## config.mk

```make
export PLATFORM = sky130hd
export DESIGN_NAME = exact_string_match_stream_top
export DESIGN_NICKNAME = d
export VERILOG_FILES = /design/src/design/esm_pkg.sv /design/src/design/esm_cfg.sv /design/src/design/esm_core.sv /design/src/design/exact_string_match_stream_top.sv
export SDC_FILE = /design/constraint.sdc
export NUM_CORES = 2
export LEC_CHECK = 0
export CAP_MARGIN = 20
export CORE_MARGIN = 2
export CORE_UTILIZATION = 45
export CTS_CLUSTER_SIZE = 28
export DETAILED_ROUTE_END_ITERATION = 7
export DONT_BUFFER_PORTS = 1
export GPL_ROUTABILITY_DRIVEN = 0
export PLACE_DENSITY = 0.67
export SETUP_SLACK_MARGIN = 0.3
export SLEW_MARGIN = 20
export SYNTH_ARGS = -nofsm -noshare
export SYNTH_HDL_FRONTEND = slang
export SYNTH_SLANG_ARGS = --single-unit
```

## constraint.sdc

```tcl
create_clock -name clk -period 17.2 [get_ports clk]
set_input_delay 1.72 -clock clk [delete_from_list [all_inputs] [get_ports clk]]
set_output_delay 1.72 -clock clk [all_outputs]
set_load 0.005 [all_outputs]
```

## src/design/esm_pkg.sv

```systemverilog
// Shared constants and types for the exact string match stream block.
package esm_pkg;

	// Longest pattern the window compare supports.
	localparam int MAX_PATTERN = 32;
	// Width of the per-text byte position counter.
	localparam int POSITION_BITS = 32;
	// Bytes held in the history window besides the newest byte.
	localparam int WIN_DEPTH = MAX_PATTERN - 1;
	// Bits for a pattern length minus one.
	localparam int LENM1_W = $clog2(MAX_PATTERN);

	// Fixed field widths of the configuration and result interfaces.
	localparam int PAT_WORDS = 4;
	localparam int WORD_W = 64;
	localparam int PAT_BYTES = PAT_WORDS * WORD_W / 8;
	localparam int PAT_IDX_W = $clog2(PAT_BYTES);
	localparam int CFG_LEN_W = 6;
	localparam int CFG_IDX_W = 3;
	localparam int COUNT_W = 16;
	localparam int OUT_POS_W = 32;
	localparam int IN_TDATA_W = 8;
	localparam int OUT_TDATA_W = 56;

	// Configuration register indexes.
	typedef enum logic [CFG_IDX_W-1:0] {
		REG_PATTERN_0 = 3'd0,
		REG_PATTERN_1 = 3'd1,
		REG_PATTERN_2 = 3'd2,
		REG_PATTERN_3 = 3'd3,
		REG_LENGTH    = 3'd4,
		REG_LIMIT     = 3'd5
	} cfg_reg_t;

	// Pattern settings as the compare stage uses them: bytes already aligned
	// so that entry k is compared against the byte k places back in the text.
	typedef struct packed {
		logic [MAX_PATTERN-1:0][7:0] pat_aligned;
		logic [MAX_PATTERN-1:0]      care;
		logic [LENM1_W-1:0]          lenm1;
		logic                        len_zero;
		logic [COUNT_W-1:0]          limit;
	} cfg_t;

	// One input item.
	typedef struct packed {
		logic [7:0] text_byte;
		logic       last_byte;
	} in_item_t;

	// One result item.
	typedef struct packed {
		logic                 match_found;
		logic [OUT_POS_W-1:0] match_position;
		logic                 end_of_text;
		logic [COUNT_W-1:0]   match_total;
		logic                 limit_reached;
	} result_t;

endpackage

```

## src/design/esm_cfg.sv

```systemverilog
// Configuration registers and pattern alignment for the string matcher.
module esm_cfg (
	input  logic                               clk,
	input  logic                               arst_n,
	input  logic                               wr_en,
	input  logic [esm_pkg::CFG_IDX_W-1:0]      wr_index,
	input  logic [esm_pkg::WORD_W-1:0]         wr_data,
	output esm_pkg::cfg_t                      cfg
);

	logic [esm_pkg::PAT_WORDS-1:0][esm_pkg::WORD_W-1:0] words_q, words_nxt;
	logic [esm_pkg::CFG_LEN_W-1:0]                      len_q, len_nxt;
	logic [esm_pkg::COUNT_W-1:0]                        limit_q, limit_nxt;
	logic [esm_pkg::PAT_BYTES-1:0][7:0]                 pat_bytes;
	logic [esm_pkg::LENM1_W:0]                          eff_len;
	logic [esm_pkg::LENM1_W-1:0]                        lenm1_nxt, lenm1_q;
	logic                                               zero_nxt, zero_q;
	logic [esm_pkg::MAX_PATTERN-1:0][7:0]               aligned_nxt, aligned_q;
	logic [esm_pkg::MAX_PATTERN-1:0]                    care_nxt, care_q;

	// Register values after the current write.
	always_comb begin
		words_nxt = words_q;
		len_nxt = len_q;
		limit_nxt = limit_q;
		if (wr_en) begin
			unique case (esm_pkg::cfg_reg_t'(wr_index))
				esm_pkg::REG_PATTERN_0: words_nxt[0] = wr_data;
				esm_pkg::REG_PATTERN_1: words_nxt[1] = wr_data;
				esm_pkg::REG_PATTERN_2: words_nxt[2] = wr_data;
				esm_pkg::REG_PATTERN_3: words_nxt[3] = wr_data;
				esm_pkg::REG_LENGTH:    len_nxt = wr_data[esm_pkg::CFG_LEN_W-1:0];
				esm_pkg::REG_LIMIT:     limit_nxt = wr_data[esm_pkg::COUNT_W-1:0];
				default: ;
			endcase
		end
	end

	// Clamp the length and line the pattern up with the text window,
	// last pattern byte against the newest text byte.
	always_comb begin
		int i;
		pat_bytes = words_nxt;
		zero_nxt = (len_nxt == '0);
		if (int'(len_nxt) > esm_pkg::MAX_PATTERN) begin
			eff_len = (esm_pkg::LENM1_W + 1)'(esm_pkg::MAX_PATTERN);
		end else begin
			eff_len = (esm_pkg::LENM1_W + 1)'(len_nxt);
		end
		lenm1_nxt = esm_pkg::LENM1_W'(eff_len - 1'b1);
		for (int k = 0; k < esm_pkg::MAX_PATTERN; k++) begin
			i = int'(lenm1_nxt) - k;
			care_nxt[k] = !zero_nxt && (i >= 0);
			if (care_nxt[k] && (i < esm_pkg::PAT_BYTES)) begin
				aligned_nxt[k] = pat_bytes[esm_pkg::PAT_IDX_W'(i)];
			end else begin
				aligned_nxt[k] = 8'h00;
			end
		end
	end

	// Configuration storage; the derived form is refreshed on every write.
	always_ff @(posedge clk or negedge arst_n) begin
		if (!arst_n) begin
			words_q <= '0;
			len_q <= esm_pkg::CFG_LEN_W'(1);
			limit_q <= '1;
			aligned_q <= '0;
			care_q <= esm_pkg::MAX_PATTERN'(1);
			lenm1_q <= '0;
			zero_q <= 1'b0;
		end else if (wr_en) begin
			words_q <= words_nxt;
			len_q <= len_nxt;
			limit_q <= limit_nxt;
			aligned_q <= aligned_nxt;
			care_q <= care_nxt;
			lenm1_q <= lenm1_nxt;
			zero_q <= zero_nxt;
		end
	end

	assign cfg.pat_aligned = aligned_q;
	assign cfg.care = care_q;
	assign cfg.lenm1 = lenm1_q;
	assign cfg.len_zero = zero_q;
	assign cfg.limit = limit_q;

endmodule

```

## src/design/esm_core.sv

```systemverilog
// Window compare, per-text counters and result register of the string matcher.
module esm_core (
	input  logic              clk,
	input  logic              arst_n,
	input  esm_pkg::cfg_t     cfg,
	input  logic              in_valid,
	input  esm_pkg::in_item_t in_item,
	output logic              in_take,
	output logic              out_valid,
	input  logic              out_ready,
	output esm_pkg::result_t  out_result
);

	logic [esm_pkg::WIN_DEPTH-1:0][7:0]   win_q;
	logic [esm_pkg::POSITION_BITS-1:0]    pos_q;
	logic [esm_pkg::COUNT_W-1:0]          count_q, count_new;
	logic                                 out_valid_q;
	esm_pkg::result_t                     result_q;
	logic [esm_pkg::MAX_PATTERN-1:0][7:0] cur;
	logic [esm_pkg::MAX_PATTERN-1:0]      byte_ok;
	logic [esm_pkg::POSITION_BITS-1:0]    lenm1_ext, start;
	logic                                 pos_ok, hit, emit;

	// The result register is free when empty or being drained this cycle.
	assign in_take = in_valid && (!out_valid_q || out_ready);

	// Newest byte followed by the history, newest first.
	always_comb begin
		cur[0] = in_item.text_byte;
		for (int k = 1; k < esm_pkg::MAX_PATTERN; k++) begin
			cur[k] = win_q[k-1];
		end
		for (int k = 0; k < esm_pkg::MAX_PATTERN; k++) begin
			byte_ok[k] = !cfg.care[k] || (cfg.pat_aligned[k] == cur[k]);
		end
	end

	// Match decision, counter update and start offset.
	assign lenm1_ext = esm_pkg::POSITION_BITS'(cfg.lenm1);
	assign pos_ok = (pos_q >= lenm1_ext);
	assign hit = (&byte_ok) && !cfg.len_zero && pos_ok && (count_q < cfg.limit);
	assign count_new = hit ? count_q + 1'b1 : count_q;
	assign start = pos_q - lenm1_ext;
	assign emit = hit || in_item.last_byte;

	// History window; it needs no clearing since the position gates its use.
	always_ff @(posedge clk) begin
		if (in_take) begin
			win_q[0] <= in_item.text_byte;
			for (int k = 1; k < esm_pkg::WIN_DEPTH; k++) begin
				win_q[k] <= win_q[k-1];
			end
		end
	end

	// Per-text position and match count, cleared after the final byte.
	always_ff @(posedge clk or negedge arst_n) begin
		if (!arst_n) begin
			pos_q <= '0;
			count_q <= '0;
		end else if (in_take) begin
			if (in_item.last_byte) begin
				pos_q <= '0;
				count_q <= '0;
			end else begin
				if (pos_q != '1) begin
					pos_q <= pos_q + 1'b1;
				end
				count_q <= count_new;
			end
		end
	end

	// Result valid flag.
	always_ff @(posedge clk or negedge arst_n) begin
		if (!arst_n) begin
			out_valid_q <= 1'b0;
		end else if (in_take && emit) begin
			out_valid_q <= 1'b1;
		end else if (out_ready) begin
			out_valid_q <= 1'b0;
		end
	end

	// Result payload.
	always_ff @(posedge clk) begin
		if (in_take && emit) begin
			result_q.match_found <= hit;
			result_q.match_position <= hit ? esm_pkg::OUT_POS_W'(start) : '0;
			result_q.end_of_text <= in_item.last_byte;
			result_q.match_total <= count_new;
			result_q.limit_reached <= (count_new >= cfg.limit);
		end
	end

	assign out_valid = out_valid_q;
	assign out_result = result_q;

endmodule

```

## src/design/exact_string_match_stream_top.sv

```systemverilog
// Top level of the exact string match stream block.
// Text enters one byte per transfer; every start offset where the configured
// pattern (1 to 32 bytes) matches is reported in increasing order, overlapping
// matches included, until the per-text match limit is reached. The transfer
// that carries tlast always yields one result that ends the text and carries
// the running total. The block takes one byte every cycle while the result
// stream is ready: a byte lands in the input register at its transfer, the
// single compare stage (32 byte compares against the window plus the count
// check) decides on it as the core takes it from the input register, and the
// result is loaded into the output register, from which it transfers. A
// result that waits on a stalled result stream holds the byte behind it in
// the input register. Pattern writes take effect for the next byte.
module exact_string_match_stream_top (
	input  logic                               clk,
	input  logic                               arst_n,
	// Configuration write channel.
	input  logic                               cfg_valid,
	output logic                               cfg_ready,
	input  logic [esm_pkg::CFG_IDX_W-1:0]      cfg_index,
	input  logic [esm_pkg::WORD_W-1:0]         cfg_data,
	// Text input stream.
	input  logic                               s_axis_tvalid,
	output logic                               s_axis_tready,
	input  logic [esm_pkg::IN_TDATA_W-1:0]     s_axis_tdata,  // [7:0] text_byte
	input  logic                               s_axis_tlast,  // last_byte
	// Result stream.
	output logic                               m_axis_tvalid,
	input  logic                               m_axis_tready,
	// [31:0] match_position, [47:32] match_total, [48] limit_reached, rest zero
	output logic [esm_pkg::OUT_TDATA_W-1:0]    m_axis_tdata,
	output logic                               m_axis_tuser,  // match_found
	output logic                               m_axis_tlast   // end_of_text
);

	esm_pkg::cfg_t     cfg;
	esm_pkg::in_item_t item_s1;
	esm_pkg::result_t  result;
	logic              valid_s1;
	logic              core_take;

	assign cfg_ready = 1'b1;

	esm_cfg u_cfg (
		.clk      (clk),
		.arst_n   (arst_n),
		.wr_en    (cfg_valid && cfg_ready),
		.wr_index (cfg_index),
		.wr_data  (cfg_data),
		.cfg      (cfg)
	);

	// Input register; it refills in the same cycle that the core takes it.
	assign s_axis_tready = !valid_s1 || core_take;

	always_ff @(posedge clk or negedge arst_n) begin
		if (!arst_n) begin
			valid_s1 <= 1'b0;
		end else if (s_axis_tready) begin
			valid_s1 <= s_axis_tvalid;
		end
	end

	always_ff @(posedge clk) begin
		if (s_axis_tvalid && s_axis_tready) begin
			item_s1.text_byte <= s_axis_tdata[7:0];
			item_s1.last_byte <= s_axis_tlast;
		end
	end

	esm_core u_core (
		.clk        (clk),
		.arst_n     (arst_n),
		.cfg        (cfg),
		.in_valid   (valid_s1),
		.in_item    (item_s1),
		.in_take    (core_take),
		.out_valid  (m_axis_tvalid),
		.out_ready  (m_axis_tready),
		.out_result (result)
	);

	// Pack the result onto the output stream.
	assign m_axis_tdata = {7'd0, result.limit_reached, result.match_total,
		result.match_position};
	assign m_axis_tuser = result.match_found;
	assign m_axis_tlast = result.end_of_text;

endmodule

```

* Yosys cells after proc, flatten, opt, wreduce, memory -nomap -nowiden
Index checks and enable logic that the tools add are counted.
Cells by class: mux-type cells 142, magnitude comparators 100, reduce and logical (&&, ||, !) cells 148, add/subtract/negate cells 35, equal/unequal tests 38
Operators with widths (number):
- 8-bit binary-select mux with 5-bit select | 32
- 32-bit by 1-bit greater-or-equal comparator with 1-bit output (second input constant) | 31
- 32-bit by 7-bit < comparator with 1-bit output (second input constant) | 31
- 8-bit two-way mux | 96
- 8-bit equality test | 32
- 256-bit two-way mux | 1
- 64-bit two-way mux | 4
- 5-bit by 7-bit < comparator with 1-bit output (second input constant) | 32
- 5-bit by 5-bit subtractor with 6-bit output (second input constant) | 16
- 1-bit logical AND | 70
- 32-bit two-way mux | 2
- 5-bit by 4-bit subtractor with 6-bit output (second input constant) | 8
- 1-bit logical NOT | 36
- 1-bit logical OR | 35
- 32-bit by 1-bit adder with 32-bit output (second input constant) | 1
- 32-bit by 5-bit greater-or-equal comparator with 1-bit output | 1
- 16-bit two-way mux | 2
- 32-bit inequality test (second input constant) | 1
- 32-bit AND reduction | 1
- 32-bit by 5-bit subtractor with 32-bit output | 1
- 5-bit by 3-bit subtractor with 6-bit output (second input constant) | 4
- 16-bit by 1-bit adder with 16-bit output (second input constant) | 1
- 16-bit greater-or-equal comparator | 1
- 16-bit < comparator | 1
- other kinds (16) | 23
Word-level totals: output and inout bits 61, flip-flop bits (word level) 930, word-level logic and storage cells 546

* Depth between registers and ports, before layout
depth after elaboration 11, gate-level depth with buffers 23

* Hierarchy
From an unflattened synthesis, not the netlist that was laid out.
Unflattened totals: cells, all modules 5364, area, all modules 53968.0 um^2
By module, submodules not included:
- esm_cfg | sequential area each 14336.2 um^2, times used 1, area each 37043.0 um^2, cells an instance 4078
- esm_core | sequential area each 10204.8 um^2, times used 1, area each 16533.4 um^2, cells an instance 1263
- exact_string_match_stream_top | sequential area each 295.3 um^2, times used 1, area each 391.6 um^2, cells an instance 23

* Least setup slack after synthesis
No wires, ideal clock.
path type input-to-reg, start input port m_axis_tready, end register u_core.count_q[12] (netlist bit), setup slack 6.928 ns, stages on the path 7, setup time 0.129 ns, data arrival time 10.143 ns, path through nand2b_1 > nand2_1 > clkbuf_1 > inv_1 > clkbuf_1 > o21ai_0 > a22o_1
Between the ends: longest elaborated chain between the ends 2
Ends and longest elaborated chain:
- start, declared | line exact_string_match_stream_top.sv:28 | input logic m_axis_tready,
- 1-bit logical OR | line esm_core.sv:25 | assign in_take = in_valid && (!out_valid_q || out_ready);
- 1-bit logical AND | line esm_core.sv:25
- via core_take | line exact_string_match_stream_top.sv:39 | logic core_take;
- end signal, assigned | line esm_core.sv:69 | count_q <= count_new;
- end, declared | line esm_core.sv:16 | logic [esm_pkg::COUNT_W-1:0] count_q, count_new;
The timed path passes the listed nets, and every way through them passes these cells. A chain may end at the register's enable or synchronous reset.

* Worst setup path after layout
start input port cfg_index[1] (netlist bit), end register u_cfg.aligned_q, in the netlist u_cfg.cfg[67]
Between the ends: longest elaborated chain between the ends 11, elaborated cells between the ends (all ways) 26
Ends and longest elaborated chain:
- start, declared | line exact_string_match_stream_top.sv:19 | input logic [esm_pkg::CFG_IDX_W-1:0] cfg_index,
- 3-bit equality test | line esm_cfg.sv:27 | unique case (esm_pkg::cfg_reg_t'(wr_index))
- 6-bit two-way mux | line esm_cfg.sv:27
- 6-bit two-way mux | line esm_cfg.sv:26 | if (wr_en) begin
- 6-bit greater-than comparator | line esm_cfg.sv:45 | if (int'(len_nxt) > esm_pkg::MAX_PATTERN) begin
- 5-bit two-way mux | line esm_cfg.sv:45
- 5-bit by 1-bit subtractor with 5-bit output | line esm_cfg.sv:50 | lenm1_nxt = esm_pkg::LENM1_W'(eff_len - 1'b1);
- 5-bit by 1-bit subtractor with 6-bit output | line esm_cfg.sv:52 | i = int'(lenm1_nxt) - k;
- 32-bit by 1-bit greater-or-equal comparator with 1-bit output or 8-bit binary-select mux with 5-bit select (tied branches) | line esm_cfg.sv:53, esm_cfg.sv:55
- 1-bit logical AND or 8-bit two-way mux (tied branches) | line esm_cfg.sv:53, esm_cfg.sv:55
- 1-bit logical AND or 8-bit two-way mux (tied branches) | line esm_cfg.sv:54, esm_cfg.sv:55
- 8-bit two-way mux (*) | line esm_cfg.sv:54 | if (care_nxt[k] && (i < esm_pkg::PAT_BYTES)) begin
- end signal, assigned | line esm_cfg.sv:76 | aligned_q <= aligned_nxt;
- end, declared | line esm_cfg.sv:18 | logic [esm_pkg::MAX_PATTERN-1:0][7:0] aligned_nxt, aligned_q;
Mark *: on every way between the ends. The rest lies on a longest branch, timed or not. The select of a mux whose other input is x is not followed.

==> impl_metrics.csv <==
group,metric,value,unit
status,status,"finished, violations left",
status,failed_checks,"design-rule violations",
global_route,gr-usage-all-layers,0.3256,
cells_and_area,layout.nets,4593,
critical_path,reg2regPathDepth,13,
clock_tree,cts_resized,0,
drt,dr.pass1.iters,8,
clock_tree,clk_pin_slew,0.06,ns
die,initial_utilization,0.4518,
critical_path,crit_end,"u_cfg.cfg[67]$_DFFE_PN0P_",
die,rows,125,
placed_design,dpl.cell_count,5874,
global_route,grt_pass1_wl,273200,um
synth,synthArstFlopShare,0.6688,
global_route,antenna_found_initial,9,
die,die_x,344.9,um
timing,fin_crit_sh,0.4135,
cells_and_area,final_common_cell,"mux2i_1",
timing,finalSetupTns,0,ns
timing,finalCriticalPeriod,7.113,ns
critical_path,required,17.84,ns
die,num_io_pins,142,
min_path,hp-start,"u_core.cur[10]$_DFFE_PP_",
critical_path,reg2reg_from,"u_cfg.len_q[0]$_DFFE_PN1P_",
critical_path,end_kind,"flop",
critical_path,start_kind,"input port",
clock_tree,clockBufferDepth,3,
timing,finalSetupViolations,0,
synth,yosysSeqAreaShare,0.4750,
synth,synth_edf_count,308,
clock_tree,cts_setup_buffers,0,
timing,worstMarginPinSlew,1.344,ns
synth,synthCells,4565,
placed_design,hpwl,146700,um
synth,syn_area_per_cell,11.45,um^2
clock_tree,cts_tree,"yes",
clock_tree,cts_root_buf,"clkbuf_16",
critical_path,setup.worst_path.start,"cfg_index[1]",
cells_and_area,drive_above_1_share,0.09469,
job,maxCapViolCount,0,
timing,maxSlewViolCount,0,
timing,slew_headroom,0.09809,
min_path,min_path_type,"flop to flop",
clock_tree,htreeDepth,3,
critical_path,cp_max_fo,100,
global_route,met1_usage,0.4062,
drt,routed_wl,194000,um
drt,drc_errors,1,
power,pwr_density_cell,209.2,nW/um^2
drt,initialDrtViolationCount,5898,
clock_tree,numCtsBuffers,100,
drt,route.vias.total,38990,
synth,synthFlopType,"dfrtp_1",
clock_tree,ctsHoldBuffers,0,
critical_path,reg2reg_to,"u_cfg.cfg[67]$_DFFE_PN0P_",
clock_tree,clk_latency,0.72,ns
timing,rsz0062_at_grt,"no",
synth,syn_area,52290,um^2
global_route,grt-busiest-layer,"met2",
cells_and_area,layout.cells.most_common_list,"mux2i_1 (831), dfrtp_1 (604), inv_1 (315)",
drt,drtAntennaViolNets,0,
die,die_y,344.9,um
synth,ys_warn_count,0,
global_route,grt_pass1_vias,36590,
timing,fmax,0.1406,GHz
timing,hold_viol,0,
critical_path,crit_type,"input port to flop",
critical_path,arrival,7.76,ns
critical_path,rrSetupSlack,11.12,ns
global_route,met3_usage,0.1388,
power,total_leakage_power,25.33,nW
die,core-area,115700,um^2
global_route,grt_max_degree,193,
die,die-area,118900,um^2
drt,wl_per_cell,31.97,um
placed_design,io_buffer_count,0,
synth,synth_seq_cells,930,
global_route,grt_overflow,0,
global_route,grt_util_met2,0.4479,
timing,fin_skew,0.04518,ns
cells_and_area,area_growth,9.088,%
drt,via_per_inst,6.424,
cells_and_area,stdcell_count,6069,
synth,synth_cell_types,76,
clock_tree,clock-sinks,930,
power,ir_worst_vdd,0.2166,mV
==> synth_stat cells, types with 21 or more instances <==
| cell type | number | area (um^2) |
|---|---|---|
| and2_1 | 39 | 244.0 |
| nor2b_1 | 53 | 331.6 |
| a21o_1 | 164 | 1231 |
| o221ai_1 | 48 | 420.4 |
| a21oi_1 | 108 | 540.5 |
| a211oi_1 | 69 | 518.0 |
| xor2_1 | 28 | 245.2 |
| dfrtp_1 | 604 | 15110 |
| o21ai_0 | 125 | 625.6 |
| inv_1 | 318 | 1194 |
| buf_4 | 25 | 187.7 |
| a31oi_1 | 67 | 419.2 |
| nor3_1 | 51 | 255.2 |
| buf_1 | 21 | 78.83 |
| nand3_1 | 35 | 175.2 |
| ha_1 | 56 | 700.7 |
| mux4_2 | 128 | 2883 |
| nor2_1 | 168 | 630.6 |
| edfxtp_1 | 308 | 9249 |
| nand4_1 | 83 | 519.3 |
| o22ai_1 | 128 | 800.8 |
| clkbuf_1 | 144 | 540.5 |
| o21ai_1 | 34 | 170.2 |
| nand2_1 | 271 | 1017 |
| xnor2_1 | 306 | 2680 |
| nand2b_1 | 25 | 156.4 |
| a2bb2oi_1 | 56 | 490.5 |
| mux2i_1 | 835 | 8358 |
| buf_2 | 75 | 375.4 |
==> cell families (layout without fill, tap and decap cells) <==
group                    after synthesis  in the layout  synth area share
multiplexers                         984            984            0.2196
flip-flops                           930            930            0.4750
AO/OA/AOI/OAI                        859            859            0.1098
AND/OR/NAND/NOR                      793            793           0.07284
buffers and inverters                593            563           0.04724
XOR/XNOR                             347            347           0.06162
adder cells (fa/ha/maj)               57             57           0.01378
other                                  2             12         0.0001436
==> cell type report <==
class                   count  area (um^2)
fillers                 10270        58700
clock inverters            50        638.1
clock buffers             138         2786
diodes                      4        10.01
flip-flops and latches    930        24840
inverters                 322         1234
multi-input cells        3048        25170
repair buffers             53        457.9
well taps                1524         1907
==> state kept, by name, summed over array words and instances, names as in the netlist <==
register           count
u_cfg.cfg            256
u_cfg.words_q        256
u_core.cur           248
u_core.out_result     51
u_cfg.care_q          32
u_core.pos_q          32
u_cfg.limit_q         16
u_core.count_q        16
item_s1                9
u_cfg.len_q            6
u_cfg.lenm1_q          5
u_cfg.zero_q           1
u_core.out_valid       1
valid_s1               1
==> power breakdown <==
part           total, mW  internal, mW  switching (mW)
registers           3.21          2.78           0.425
clock network       2.27          1.31           0.960
logic               6.45          2.22            4.23
==> per-layer routing <==
| metal | wire length (um) | vias to the layer above |
|---|---|---|
| met5 | 156 | - |
| met4 | 18700 | 12 |
| met3 | 26050 | 677 |
| met2 | 77760 | 2670 |
| met1 | 71370 | 19210 |
| li1 | - | 16410 |
==> worst max-delay path, stage by stage <==
cell	delay, ns
and4bb_2	0.55
mux2_4	0.48
inv_8	0.57
ha_1	0.34
inv_1	0.16
xnor3_4	0.80
buf_4	0.82
and2_1	0.23
a211oi_1	0.05
a31oi_1	0.96
mux2i_1	0.36
o22ai_1	0.46
a21o_1	0.13
==> worst min path at each step <==
stage | slack (ns) | cells past startpoint | endpoint
2_1_floorplan | 0.44 | 1 | u_cfg.care_q[23]$_DFFE_PN0P_
3_3_place_gp | 0.45 | 0 | u_core.cur[65]$_DFFE_PP_
3_5_place_dp | 0.46 | 0 | u_core.cur[18]$_DFFE_PP_
4_1_cts | 0.44 | 0 | u_core.cur[18]$_DFFE_PP_
5_1_grt | 0.46 | 0 | u_core.cur[18]$_DFFE_PP_
6_report | 0.44 | 0 | u_core.cur[18]$_DFFE_PP_
==> through the flow <==
step	setup WS (ns)	cell area (um^2)	power (mW)	hold WS, ns	utilization
floorplan	6.928	52310	7.074	0.4428	-
global placement	9.742	53540	9.132	0.4505	0.4626
detailed placement	9.719	53540	9.220	0.4555	0.4626
CTS	10.44	56960	11.48	0.4404	0.4922
global route	10.07	57040	12.12	0.4599	0.4929
finish	10.09	57040	11.93	0.4399	0.4929
Note: power is estimated with default switching activity, not from simulation.
